===== config.mk =====
export PLATFORM = sky130hd
export DESIGN_NAME = pgn_perm_ram
export DESIGN_NICKNAME = d
export VERILOG_FILES = /design/src/rtl/pgn_pkg.sv /design/src/rtl/pgn_perm_ram.sv
export SDC_FILE = /design/constraint.sdc
export NUM_CORES = 2
export LEC_CHECK = 0
export BUFFER_PORTS_ARGS = -buffer_cell sky130_fd_sc_hd__buf_4
export CAP_MARGIN = 5
export CELL_PAD_IN_SITES_DETAIL_PLACEMENT = 0
export CELL_PAD_IN_SITES_GLOBAL_PLACEMENT = 1
export CORE_MARGIN = 4
export CORE_UTILIZATION = 28
export CTS_BUF_LIST = sky130_fd_sc_hd__clkbuf_8
export DETAILED_ROUTE_END_ITERATION = 8
export GPL_ROUTABILITY_DRIVEN = 0
export GPL_TIMING_DRIVEN = 0
export PLACE_DENSITY = 0.45
export SETUP_SLACK_MARGIN = 0.1
export SLEW_MARGIN = 20
export SYNTH_ARGS = -nofsm -noshare
export SYNTH_HDL_FRONTEND = slang
export SYNTH_SLANG_ARGS = --single-unit
export TNS_END_PERCENT = 30

===== constraint.sdc =====
create_clock -name clk_i -period 3 [get_ports clk_i]
set_clock_uncertainty 0.1 [all_clocks]
set_input_delay 0.6 -clock clk_i [delete_from_list [all_inputs] [get_ports clk_i]]
set_output_delay 0.6 -clock clk_i [all_outputs]
set_load 0.02 [all_outputs]

===== src/rtl/pgn_pkg.sv =====
// ----------------------------------------------------------------------------
// pgn_pkg
// Shared constants and types for the 2D gradient noise pipeline.
// ----------------------------------------------------------------------------
package pgn_pkg;

  localparam int TABLE_SIZE        = 256;
  localparam int TBL_AW            = $clog2(TABLE_SIZE);
  localparam int DEF_FRACTION_BITS = 16;
  localparam int PROD_FRAC         = 40;  // fraction bits of coord * scale
  localparam int OUT_FRAC          = 13;  // fraction bits of the Q2.13 result
  localparam int NUM_STG           = 8;   // pipeline stages ahead of the output word

  localparam logic MODE_EVAL = 1'b0;
  localparam logic MODE_LOAD = 1'b1;

  // Capture enables, one per pipeline stage
  typedef logic [NUM_STG:1] stage_vec_t;

endpackage


===== src/rtl/pgn_perm_ram.sv =====
// ----------------------------------------------------------------------------
// pgn_perm_ram
// One copy of the permutation table: one write port, two registered reads.
// ----------------------------------------------------------------------------
module pgn_perm_ram import pgn_pkg::*; (
  input  logic              clk_i,
  input  logic              we_i,
  input  logic [TBL_AW-1:0] waddr_i,
  input  logic [7:0]        wdata_i,
  input  logic              re_i,
  input  logic [TBL_AW-1:0] raddr_a_i,
  input  logic [TBL_AW-1:0] raddr_b_i,
  output logic [7:0]        rdata_a_o,
  output logic [7:0]        rdata_b_o
);

  logic [7:0] mem [TABLE_SIZE];

  always_ff @(posedge clk_i) begin
    if (we_i) begin
      mem[waddr_i] <= wdata_i;
    end
  end

  always_ff @(posedge clk_i) begin
    if (re_i) begin
      rdata_a_o <= mem[raddr_a_i];
      rdata_b_o <= mem[raddr_b_i];
    end
  end

endmodule


# After elaboration in Yosys (flattened, before gate mapping)
# Memories as Yosys holds them, arrays and structs flattened. A register that Yosys moved wholly into a read port is not among the register bits.
# Cells that the tools add are included.
# totals
regBits,0
ramBits,2048
inputBits,35
mem_count,1
# classes
mux,2
# memory_table
memory,depth,word_bits,rd,rd_ports_with_merged_regs,write_ports,line_no,rtl
mem,256,8,2,2,1,pgn_perm_ram.sv:17,logic [7:0] mem [TABLE_SIZE];
# op_table
cell,count
1-bit two-way mux,2

# Depth between registers and ports, before layout
# logic_depth
ltp_word,2
depth_mapped,12
mapped_depth_nobuf,6

# Worst setup path before layout
# No wires, ideal clock.
# synth_timing
path_kind,input -> register
start,input raddr_b_i[0]
end,"register rdata_b_o[0] (read register of mem), data pin"
arrival_ps,2501
required_ps,2623
path_slack_ps,122
cell_stages,9
n_path_buf,3
cell_sequence,buf_4 buf_6 buf_2 mux4_2 mux4_2 nand2_1 a21oi_1 a21oi_1 a221oi_2
# synth_rtl
item,line_no,rtl
from (decl),pgn_perm_ram.sv:12,"input logic [TBL_AW-1:0] raddr_b_i,"
to (decl),pgn_perm_ram.sv:14,output logic [7:0] rdata_b_o

==> summary.txt <==
status = finished, violations left
failing checks = design-rule violations, negative setup slack
Final Instance Area = 0.117 mm^2
mapped cell area = 0.0971 mm^2
most common cell after layout, fill and taps aside = edfxtp_1
setup slack, reg-to-reg = -0.04 ns
largest net degree at the start of global routing = 123
hold path endpoint = mem[56][6]
initial antenna violation count = 63
hold path startpoint = wdata_i[6]
Placed Area = 0.106 mm^2
CP Capture Type = flip-flop
CP arrival = 4.04 ns
Nets = 5,471
Worst Setup SP = raddr_b_i[2]
Die X-Extent = 597 um
row count = 216
worst reg-to-reg path cell count = 7
final std cells w/o fill = 10,362
First DRT Iteration DRCs = 10,990
total congestion overflow = 0
worst-skew pair later-pin latency = 1.17 ns
Placed Cells = 9,572
worst r2r src = mem[11][5]
GRT Resource Usage Total = 30.2%
Final Hold Vio Count = 0
# clock sinks = 2,064
Seq cells post-synth = 2,064
share of cells above drive strength 1 = 43.9%
crit path buf inv count = 7
CTS tree = yes
Period minus WS final = 3.29 ns
post-synthesis adder-cell area fraction = 0%
DP HPWL = 393,000 um
RSZ-0062 raised after global routing = true
Setup Viol. Count Final = 140
Initial Utilization = 28.1%
clk root buf = clkbuf_8
post-synthesis async set-or-reset flop share = 0%
register area = 0.0620 mm^2
PwrDens = 574 mW/mm^2
Final Total Pwr = 67,000 uW
CP peak stage delay = 0.51 ns
number of max-cap violations = 0
Final ANT Viol Nets = 0
Setup WS post-layout = -0.294 ns
drc violations = 19
CP required = 3.74 ns
CP max FO = 10
# H-tree levels = 5
Post-Syn Area per Cell = 20.0 um^2
EDFF count, synth = 2,064
IO Pins = 51
Crit Reg-Reg Endpoint = rdata_b_o[5]
Worst Hold Class = input pin to flip-flop
commonest cells after routing, fill and taps aside = edfxtp_1 (2,064), mux4_2 (1,051), clkbuf_8 (398)
total wire length = 551,000 um
Mapped Cells = 4,847
die area = 0.356 mm^2
leakage = 0.0365 uW
core box area = 0.346 mm^2
fin crit share = 110%
Post-Synth Simple-Gate Area = 2.69%
DR vias/cell = 6.16
maximum VDD drop = 0.000330 V
most used cell, CP = buf_4
number of global-route vias before repair = 60,648
Final Util = 33.7%
Mapped Nets = 4,882
slowest CP cell = a311oi_4
Hold Crit Depth = 2
die height = 597 um
Fmax = 304 MHz
Initial DRT Pass Iterations = 9
wire per inst = 53.2 um
I/O Buffers = 40
Area growth, synth to finish = 20.2%
Setup TNS = -7.61 ns
Yosys cell types = 64
Seq/Total Area, Yosys = 63.8%
area occupied by multi-input gates = 0.0347 mm^2
final-report max-slew violation count = 0
XOR/XNOR share of the synthesized area = 0%
CP Class = input pin to flip-flop
mux contribution to synthesized area = 27.2%
main combinational cell family by area after synthesis = multiplexers
# fillers = 32,832
Vias = 63,799
Synth Area in Compound Gates = 3.53%
Clock Path Buffers = 4
crit start category = input pin
cts bufs inserted = 384
Worst Tran Pin Value = 1.41 ns
Clock transition at path regs = 0.06 ns
Ys Warns = 0
first-pass GRT wire length = 687,000 um
family with the most delay on the worst path = buffers and inverters
Worst slew margin = 5.92%
CP Cell Sequence = buf_4 -> buf_4 -> buf_6 -> buf_4 -> clkbuf_2 -> buf_12 -> clkbuf_4 -> o21ai_1 -> a32o_1 -> a311oi_4
Most used DFF post-synth = edfxtp_1
[per-layer routing]
metal  vias up  track usage, %  share of wire [%]
met5         -               0              0.068
met4        26            18.2                7.2
met3      1165            10.2                 11
met2      4663            43.6                 43
met1     35507            39.4                 39
li1      22438               -                  -
[synth_stat cells, drive strengths merged (3+ instances only)]
| cell | count | area, um^2 |
|---|---|---|
| o2111ai | 4 | 35.0 |
| o21bai | 5 | 37.5 |
| clkbuf | 137 | 514 |
| a221oi | 37 | 355 |
| edfxtp | 2064 | 62000 |
| nor2b | 27 | 169 |
| nand2 | 114 | 428 |
| clkinv | 4 | 15.0 |
| nand3b | 6 | 45.0 |
| a221o | 10 | 100 |
| a22o | 22 | 193 |
| o221ai | 67 | 599 |
| nand2b | 11 | 68.8 |
| a211oi | 28 | 210 |
| a2bb2oi | 9 | 78.8 |
| o22ai | 48 | 300 |
| and3 | 5 | 31.3 |
| mux2i | 236 | 2360 |
| o31ai | 11 | 82.6 |
| o211ai | 13 | 97.6 |
| nor3b | 7 | 52.6 |
| nand3 | 52 | 260 |
| o211a | 3 | 30.0 |
| a21oi | 79 | 395 |
| buf | 258 | 2110 |
| nand4 | 13 | 81.3 |
| o21ai | 37 | 185 |
| o32ai | 3 | 26.3 |
| a32o | 4 | 40.0 |
| nor4 | 7 | 43.8 |
| or2 | 6 | 37.5 |
| a2111oi | 3 | 26.3 |
| mux2 | 38 | 428 |
| a211o | 6 | 52.6 |
| a22oi | 62 | 465 |
| nor2 | 299 | 1120 |
| mux4 | 1051 | 23700 |
| a31oi | 4 | 25.0 |
| and2 | 12 | 75.1 |
| and3b | 5 | 43.8 |
| nor3 | 21 | 105 |
[state kept, by name, indices dropped and copies added, names as in the netlist]
signal,cells
mem,2048
rdata_a_o,8
rdata_b_o,8
[per-stage QoR]
| step | setup WS (ns) | hold slack (ns) |
|---|---|---|
| after floorplan | 0.122 | 0.599 |
| after global placement | -4.48 | 0.931 |
| after detailed placement | -3.96 | 0.875 |
| after CTS | -0.211 | 0.212 |
| after global routing | -0.143 | 0.328 |
| final | -0.294 | 0.348 |
[report_power, final]
group	total, uW	switching (uW)	internal, uW	leakage, uW
logic	8880	6120	2770	0.0139
clock network	26300	13300	13000	0.00405
registers	31900	32.5	31800	0.0186
total	67000	19400	47600	0.0365
[worst max path at each step]
stage          slack, ns  cells past startpoint      endpoint
6_report           -0.29                     10  rdata_b_o[7]
5_1_grt            -0.14                      8  rdata_b_o[7]
4_1_cts            -0.21                     10  rdata_b_o[7]
3_5_place_dp       -3.96                     11  rdata_a_o[2]
3_3_place_gp       -4.48                     10  rdata_a_o[3]
2_1_floorplan       0.12                      9  rdata_b_o[0]
[cells by family (layout without fill, tap and decap cells)]
group	count (synthesis)	count (layout)
buffers and inverters	401	1301
other	0	37
AND/OR/NAND/NOR	591	591
AO/OA/AOI/OAI	466	466
flip-flops	2064	2064
multiplexers	1325	1325
[timing repair]
action / CTS / global route
buffers inserted: 24 / 24
hold endpoints to repair: 540 / 0
resized for setup: 579 / 160
hold buffers: 9 / 0
pin swaps: 28 / 21
endpoints found under the setup margin: 712 / 865
[layout make-up]
| cell class | count | share of cell area, % |
|---|---|---|
| Inverter | 6 | 0.0311 |
| Antenna cell | 37 | 0.0793 |
| Sequential cell | 2064 | 53.1 |
| Buffer | 392 | 3.48 |
| Tap cell | 4578 | 4.91 |
| Multi-Input combinational cell | 2382 | 29.7 |
| Clock buffer | 392 | 4.62 |
| Timing Repair Buffer | 206 | 2.72 |
| Clock inverter | 305 | 1.34 |
Power figures use the tool's default switching activity.
