## config.mk

```make
export PLATFORM = sky130hd
export DESIGN_NAME = pgn_mix
export DESIGN_NICKNAME = d
export VERILOG_FILES = /design/src/rtl/pgn_pkg.sv /design/src/rtl/pgn_mix.sv
export SDC_FILE = /design/constraint.sdc
export NUM_CORES = 2
export LEC_CHECK = 0
export BUFFER_PORTS_ARGS = -buffer_cell sky130_fd_sc_hd__buf_2
export CAP_MARGIN = 20
export CORE_ASPECT_RATIO = 0.7
export CORE_MARGIN = 4
export CORE_UTILIZATION = 40
export DETAILED_ROUTE_END_ITERATION = 12
export PLACE_DENSITY = 0.66
export RECOVER_POWER = 25
export SLEW_MARGIN = 10
export SYNTH_ARGS = -nofsm -noshare
export SYNTH_HDL_FRONTEND = slang
export SYNTH_SLANG_ARGS = --single-unit
export TNS_END_PERCENT = 1
```

## constraint.sdc

```tcl
create_clock -name clk_i -period 22.3 [get_ports clk_i]
set_input_delay 4.46 -clock clk_i [delete_from_list [all_inputs] [get_ports clk_i]]
set_output_delay 4.46 -clock clk_i [all_outputs]
set_load 0.02 [all_outputs]
```

## src/rtl/pgn_pkg.sv

```systemverilog
// ----------------------------------------------------------------------------
// pgn_pkg
// Shared constants and types for the 2D gradient noise pipeline.
// ----------------------------------------------------------------------------
package pgn_pkg;

  localparam int TABLE_SIZE        = 256;
  localparam int TBL_AW            = $clog2(TABLE_SIZE);
  localparam int DEF_FRACTION_BITS = 16;
  localparam int PROD_FRAC         = 40;  // fraction bits of coord * scale
  localparam int OUT_FRAC          = 13;  // fraction bits of the Q2.13 result
  localparam int NUM_STG           = 8;   // pipeline stages ahead of the output word

  localparam logic MODE_EVAL = 1'b0;
  localparam logic MODE_LOAD = 1'b1;

  // Capture enables, one per pipeline stage
  typedef logic [NUM_STG:1] stage_vec_t;

endpackage

```

## src/rtl/pgn_mix.sv

```systemverilog
// ----------------------------------------------------------------------------
// pgn_mix
// Corner gradients, then bilinear blend: x rows in stage 7, y in stage 8.
// ----------------------------------------------------------------------------
module pgn_mix import pgn_pkg::*; #(
  parameter int FRACTION_BITS = DEF_FRACTION_BITS
) (
  input  logic                           clk_i,
  input  stage_vec_t                     en_i,
  input  logic [FRACTION_BITS-1:0]       fx_i,
  input  logic [FRACTION_BITS-1:0]       fy_i,
  input  logic [7:0]                     hash_aa_i,
  input  logic [7:0]                     hash_ba_i,
  input  logic [7:0]                     hash_ab_i,
  input  logic [7:0]                     hash_bb_i,
  input  logic [FRACTION_BITS-1:0]       u_i,
  input  logic [FRACTION_BITS-1:0]       v_i,
  output logic signed [FRACTION_BITS+3:0] mix_o
);

  localparam int F  = FRACTION_BITS;
  localparam int GW = F + 4;
  localparam logic signed [GW-1:0] ONE_G = GW'(1) << F;

  function automatic logic signed [GW-1:0] grad(input logic [3:0] h,
                                                input logic signed [GW-1:0] dx,
                                                input logic signed [GW-1:0] dy);
    logic signed [GW-1:0] gu;
    logic signed [GW-1:0] gv;
    gu = (h < 4'd8) ? dx : dy;
    if (h < 4'd4) begin
      gv = dy;
    end else if (h inside {4'd12, 4'd14}) begin
      gv = dx;
    end else begin
      gv = '0;
    end
    return (h[0] ? -gu : gu) + (h[1] ? -gv : gv);
  endfunction

  // a + floor(t * (b - a) / 2^F)
  function automatic logic signed [GW-1:0] lerp(input logic [F-1:0] t,
                                                input logic signed [GW-1:0] a,
                                                input logic signed [GW-1:0] b);
    logic signed [GW:0]      d;
    logic signed [F+GW+1:0]  p;
    logic signed [F+GW+1:0]  s;
    d = $signed({b[GW-1], b}) - $signed({a[GW-1], a});
    p = $signed({1'b0, t}) * d;
    s = p >>> F;
    return a + s[GW-1:0];
  endfunction

  logic signed [GW-1:0] dx0, dx1, dy0, dy1;
  logic signed [GW-1:0] g_aa5_q, g_ba5_q, g_ab5_q, g_bb5_q;
  logic signed [GW-1:0] g_aa6_q, g_ba6_q, g_ab6_q, g_bb6_q;
  logic signed [GW-1:0] x1_7_q, x2_7_q;
  logic [F-1:0]         v7_q;
  logic signed [GW-1:0] y8_q;

  assign dx0 = $signed({{(GW-F){1'b0}}, fx_i});
  assign dy0 = $signed({{(GW-F){1'b0}}, fy_i});
  assign dx1 = dx0 - ONE_G;
  assign dy1 = dy0 - ONE_G;

  always_ff @(posedge clk_i) begin
    if (en_i[5]) begin
      g_aa5_q <= grad(hash_aa_i[3:0], dx0, dy0);
      g_ba5_q <= grad(hash_ba_i[3:0], dx1, dy0);
      g_ab5_q <= grad(hash_ab_i[3:0], dx0, dy1);
      g_bb5_q <= grad(hash_bb_i[3:0], dx1, dy1);
    end
    if (en_i[6]) begin
      g_aa6_q <= g_aa5_q;
      g_ba6_q <= g_ba5_q;
      g_ab6_q <= g_ab5_q;
      g_bb6_q <= g_bb5_q;
    end
    if (en_i[7]) begin
      x1_7_q <= lerp(u_i, g_aa6_q, g_ba6_q);
      x2_7_q <= lerp(u_i, g_ab6_q, g_bb6_q);
      v7_q   <= v_i;
    end
    if (en_i[8]) begin
      y8_q <= lerp(v7_q, x1_7_q, x2_7_q);
    end
  end

  assign mix_o = y8_q;

endmodule

```

* Word-level counts from Yosys, hierarchy flattened
Cells that the tools add are included.
Storage, ports and cells: flip-flop bits (word level) 236, input port bits 105, output and inout port bits 20, word-level logic and storage cells 79
Operators by class: add/sub/neg operators 20, $mul 3, order comparisons 8, eq/ne operators 8, mux-type cells 24, reductions and logical operators 4
Operator list (count):
- 2-to-1 mux 20 bit | 20
- adder 20 bit | 7
- negator 20 bit | 7
- multiplier 17 x 21 -> 36 bit | 3
- 2-to-1 mux 16 bit | 4
- subtractor 20 x 20 -> 21 bit | 3
- subtractor 16 x 17 -> 18 bit, second input constant | 2
- == test 4 bit, second input constant | 8
- negator 16 -> 20 bit | 1
- less-than comparator 4 x 3 -> 1 bit, second input constant | 4
- less-than comparator 4 bit, second input constant | 4
- nonzero test 2 bit | 4

* Logic depth before layout (Yosys ltp)
word-level depth 8, gate-level depth with buffers 47, mapped depth without buffers 46

* Worst setup path after synthesis
No wires, ideal clock.
kind input to register, start point in u_i[8], end point reg x1_7_q[19], data pin, setup time 268 ps, arrival time 12273 ps, required time 22032 ps, slack 9759 ps, stages on the path 31, path buffers 3, cell sequence clkbuf_1 clkbuf_1 clkbuf_1 nand2_1 fa_1 inv_1 fa_1 inv_1 fa_1 inv_1 fa_1 fa_1 fa_1 ha_1 and3_1 a22o_1 o31ai_1 a21boi_0 o21a_1 nor2_1 xnor2_1 ha_1 and2_1 a311o_1 o311ai_0 a31oi_1 and2_1 a41oi_1 a211oi_1 a211oi_1 xnor3_1
On the way: longest elaborated chain between the ends 2
Ends and longest elaborated chain:
- start: declaration | line pgn_mix.sv:16 | input logic [FRACTION_BITS-1:0] u_i,
- multiplier 17 x 21 -> 36 bit | line pgn_mix.sv:49 | p = $signed({1'b0, t}) * d;
- adder 20 bit | line pgn_mix.sv:51 | return a + s[GW-1:0];
- end signal: assignment | line pgn_mix.sv:80 | x1_7_q <= lerp(u_i, g_aa6_q, g_ba6_q);
- end: declaration | line pgn_mix.sv:57 | logic signed [GW-1:0] x1_7_q, x2_7_q;
Every way passes these cells. A chain may end at the register's enable or synchronous reset.

* Worst setup path after layout
start point in u_i[6], end point reg x2_7_q[18], data pin
On the way: longest elaborated chain between the ends 2
Ends and longest elaborated chain:
- multiplier 17 x 21 -> 36 bit | line pgn_mix.sv:49
- adder 20 bit | line pgn_mix.sv:51
- end signal: assignment | line pgn_mix.sv:81 | x2_7_q <= lerp(u_i, g_ab6_q, g_bb6_q);
- end: declaration | line pgn_mix.sv:57
Every way passes these cells.

==> flow_summary.toml <==
[run_status]
status = "completed"

[sta]
setup_viol = 0
rsz0062_at_grt = "false"
fin_crit_sh_pct = 62.38
worstMarginPinSlew_ps = 1433
fin_skew_ps = 28.05
slew_viol_final = 0
relSlewSlack_pct = 4.454
hold_viol_final = 0
finalCriticalPeriod_ps = 13910
max_freq_ghz = 0.07189
tns_ps = 0
whs_ps = 416.1

[setup_path]
cp_slowest_stage_delay_ps = 840
slowest_stage = "a2111oi_0"
cp_data_required_time_ps = 22530
critPathArrivalTime_ps = 14140
start_kind = "primary input"
r2r-end = "x2_7_q[18]$_DFFE_PP_"
reg2regPathDepth = 41
critPathKind = "in -> reg"
crit_top_cell = "fa_1"
reg2reg_from = "g_ab6_q[1]$_DFFE_PP_"
worst_setup_path_end_kind = "flip-flop"
crit_fanout = 47
reg2reg_slack_ps = 9970

[synthesis]
synth_top_family_by_area = "adder cells"
synthAdderAreaFrac_pct = 44.43
synth_edf_count = 236
synth_mux_area_share_pct = 1.877
synth-simple-area-share_pct = 16.48
ys_seq_area_share_pct = 12.39
synth-compound-area-share_pct = 8.457
synth_ff_type = "edfxtp_1"
syn_inst = 6432
yosys_warnings = 0
synth-xor-area-share_pct = 5.446
synth_cell_type_count = 87
async_flop_share_pct = 0
synth_nets = 7984
mappedNetlistArea_mm2 = 0.05718
syn-mean-instance-area_um2 = 8.890
synth-seq-cells = 236

[global_route]
grt_pass1_wl_mm = 245.5
grt_pass1_vias = 44770
grt_max_degree = 71
gr-total-overflow = 0
grt_antenna_before_repair = 11
grt_usage_pct = 20.57

[routing]
vias = 43320
viasPerCell = 5.257
dr.pass1.iters = 6
wire_per_inst_um = 18.46
drc = 0
wl_mm = 152.2
ant_nets = 0
dr.first_iter.drc_count = 3572

[layout]
layout_common_cells = "1360 x inv_1, 973 x fa_1, 733 x nand2_1"
area_delta_synth_final_pct = 5.551
drive_above_1_share_pct = 4.776
fin_nets = 7903
layout_commonest_cell = "inv_1"

[floorplan]
core-area_mm2 = 0.1413
dieArea_mm2 = 0.1492
dieHeight_um = 324.3
initial_core_util_pct = 40.47
pin_count = 125
rows = 115
die_w_um = 459.9

[cts]
cts_root_buffer = "clkbuf_16"
htree_levels = 1
cts_resized = 0
cts_tree = "yes"
cts_inserted_buffers = 22
cts_hold_buf = 0
insertion_delay_ps = 580
cts.sink_count = 236
clock_path_buffers = 3
path_clk_slew_ps = 80
cts_setup_buffers = 0

[min_path]
hp-start = "g_ba5_q[5]$_DFFE_PP_"
whs_path_depth = 0
whs_endpoint = "g_ba6_q[5]$_DFFE_PP_"
hold_path_class = "reg -> reg"

[place]
gp_congestion = 0.9155
hpwl_mm = 119.1
port_buffers = 104

[job]
maxCapViolations = 0
-- synthesized netlist by cell type, types with 23 or more instances --
cell type,n,share of area (%)
clkbuf_1,265,1.7
nor2_1,235,1.5
o21a_1,48,0.63
nand3b_1,33,0.43
and2_1,394,4.3
mux2i_1,69,1.2
a22oi_1,38,0.50
nand2b_1,75,0.82
xnor2_1,220,3.4
ha_1,474,10
a21o_1,41,0.54
inv_1,1360,8.9
nand3_1,72,0.63
edfxtp_1,236,12
nor2b_1,104,1.1
nor3_1,113,0.99
fa_1,973,34
and3_1,25,0.27
mux2_2,34,0.67
nand2_1,733,4.8
o31ai_1,23,0.30
xor2_1,126,1.9
a21oi_1,181,1.6
o21ai_0,183,1.6
or3_1,25,0.27
-- worst max-delay path, delay by kind of cell --
family,cells,cell delay [ps]
AOI/OAI and AO/OA,10,3280
xor gates and xnor gates,2,860
adders and majority gates,8,3360
buffers and inverters,5,1000
and+or+nand+nor,6,1150
-- stage by stage --
| stage | instances | setup WS, ps | utilization [%] | instance area [um^2] |
|---|---|---|---|---|
| 4_1_cts | 8236 | 8646 | 42.71 | 60350 |
| 5_1_grt | 8240 | 8160 | 42.71 | 60360 |
| 3_5_place_dp | 8198 | 8075 | 42.21 | 59640 |
| 3_3_place_gp | 8198 | 8138 | 42.21 | 59640 |
| 2_1_floorplan | 6432 | 9759 | - | 57180 |
| 6_report | 8241 | 8390 | 42.72 | 60360 |
-- registers in the layout, indices dropped and copies added (netlist names) --
signal,count
x2_7_q,20
g_ba6_q,20
g_bb6_q,20
g_aa6_q,20
mix_o,20
x1_7_q,20
v7_q,16
g_ba5_q,20
g_ab5_q,20
g_ab6_q,20
g_aa5_q,20
g_bb5_q,20
-- per-layer routing --
metal / vias to the layer above / part of all wire (%) / GRT usage (%) / wire length [um]
li1: 19870 / - / - / -
met1: 21630 / 45 / 29.61 / 68490
met2: 1567 / 44 / 32.20 / 67430
met3: 253 / 8.0 / 3.311 / 12110
met4: 2 / 2.7 / 5.522 / 4121
met5: - / 0.0079 / 0 / 12
-- kinds of logic after synthesis --
logic type               after synthesis
AO/OA/AOI/OAI                        737
XOR/XNOR                             350
adder cells (fa/ha/maj)             1447
buffers and inverters               1657
flip-flops                           236
multiplexers                         103
AND/OR/NAND/NOR                     1902
-- layout make-up --
type	count	area, um^2
Clock buffer	24	558.0
Timing Repair Buffer	189	1159
Inverter	1363	5116
Tap cell	1872	2342
Multi-Input combinational cell	4539	43940
Antenna cell	4	10.01
Clock inverter	14	142.6
Fill cell	13760	80940
Sequential cell	236	7087
-- how the worst max path moves through the flow --
| stage | slack [ps] | endpoint | startpoint |
|---|---|---|---|
| global route | 8160 | x2_7_q[18]$_DFFE_PP_ | u_i[6] |
| CTS | 8650 | x2_7_q[18]$_DFFE_PP_ | u_i[6] |
| floorplan | 9760 | x1_7_q[19]$_DFFE_PP_ | u_i[8] |
| finish | 8390 | x2_7_q[18]$_DFFE_PP_ | u_i[6] |
| detailed placement | 8080 | x2_7_q[18]$_DFFE_PP_ | u_i[6] |
| global placement | 8140 | x2_7_q[18]$_DFFE_PP_ | u_i[6] |
Power is left out: the tool's default activity adds up to more than one toggle a clock period on the data nets, which glitch-free logic cannot reach.
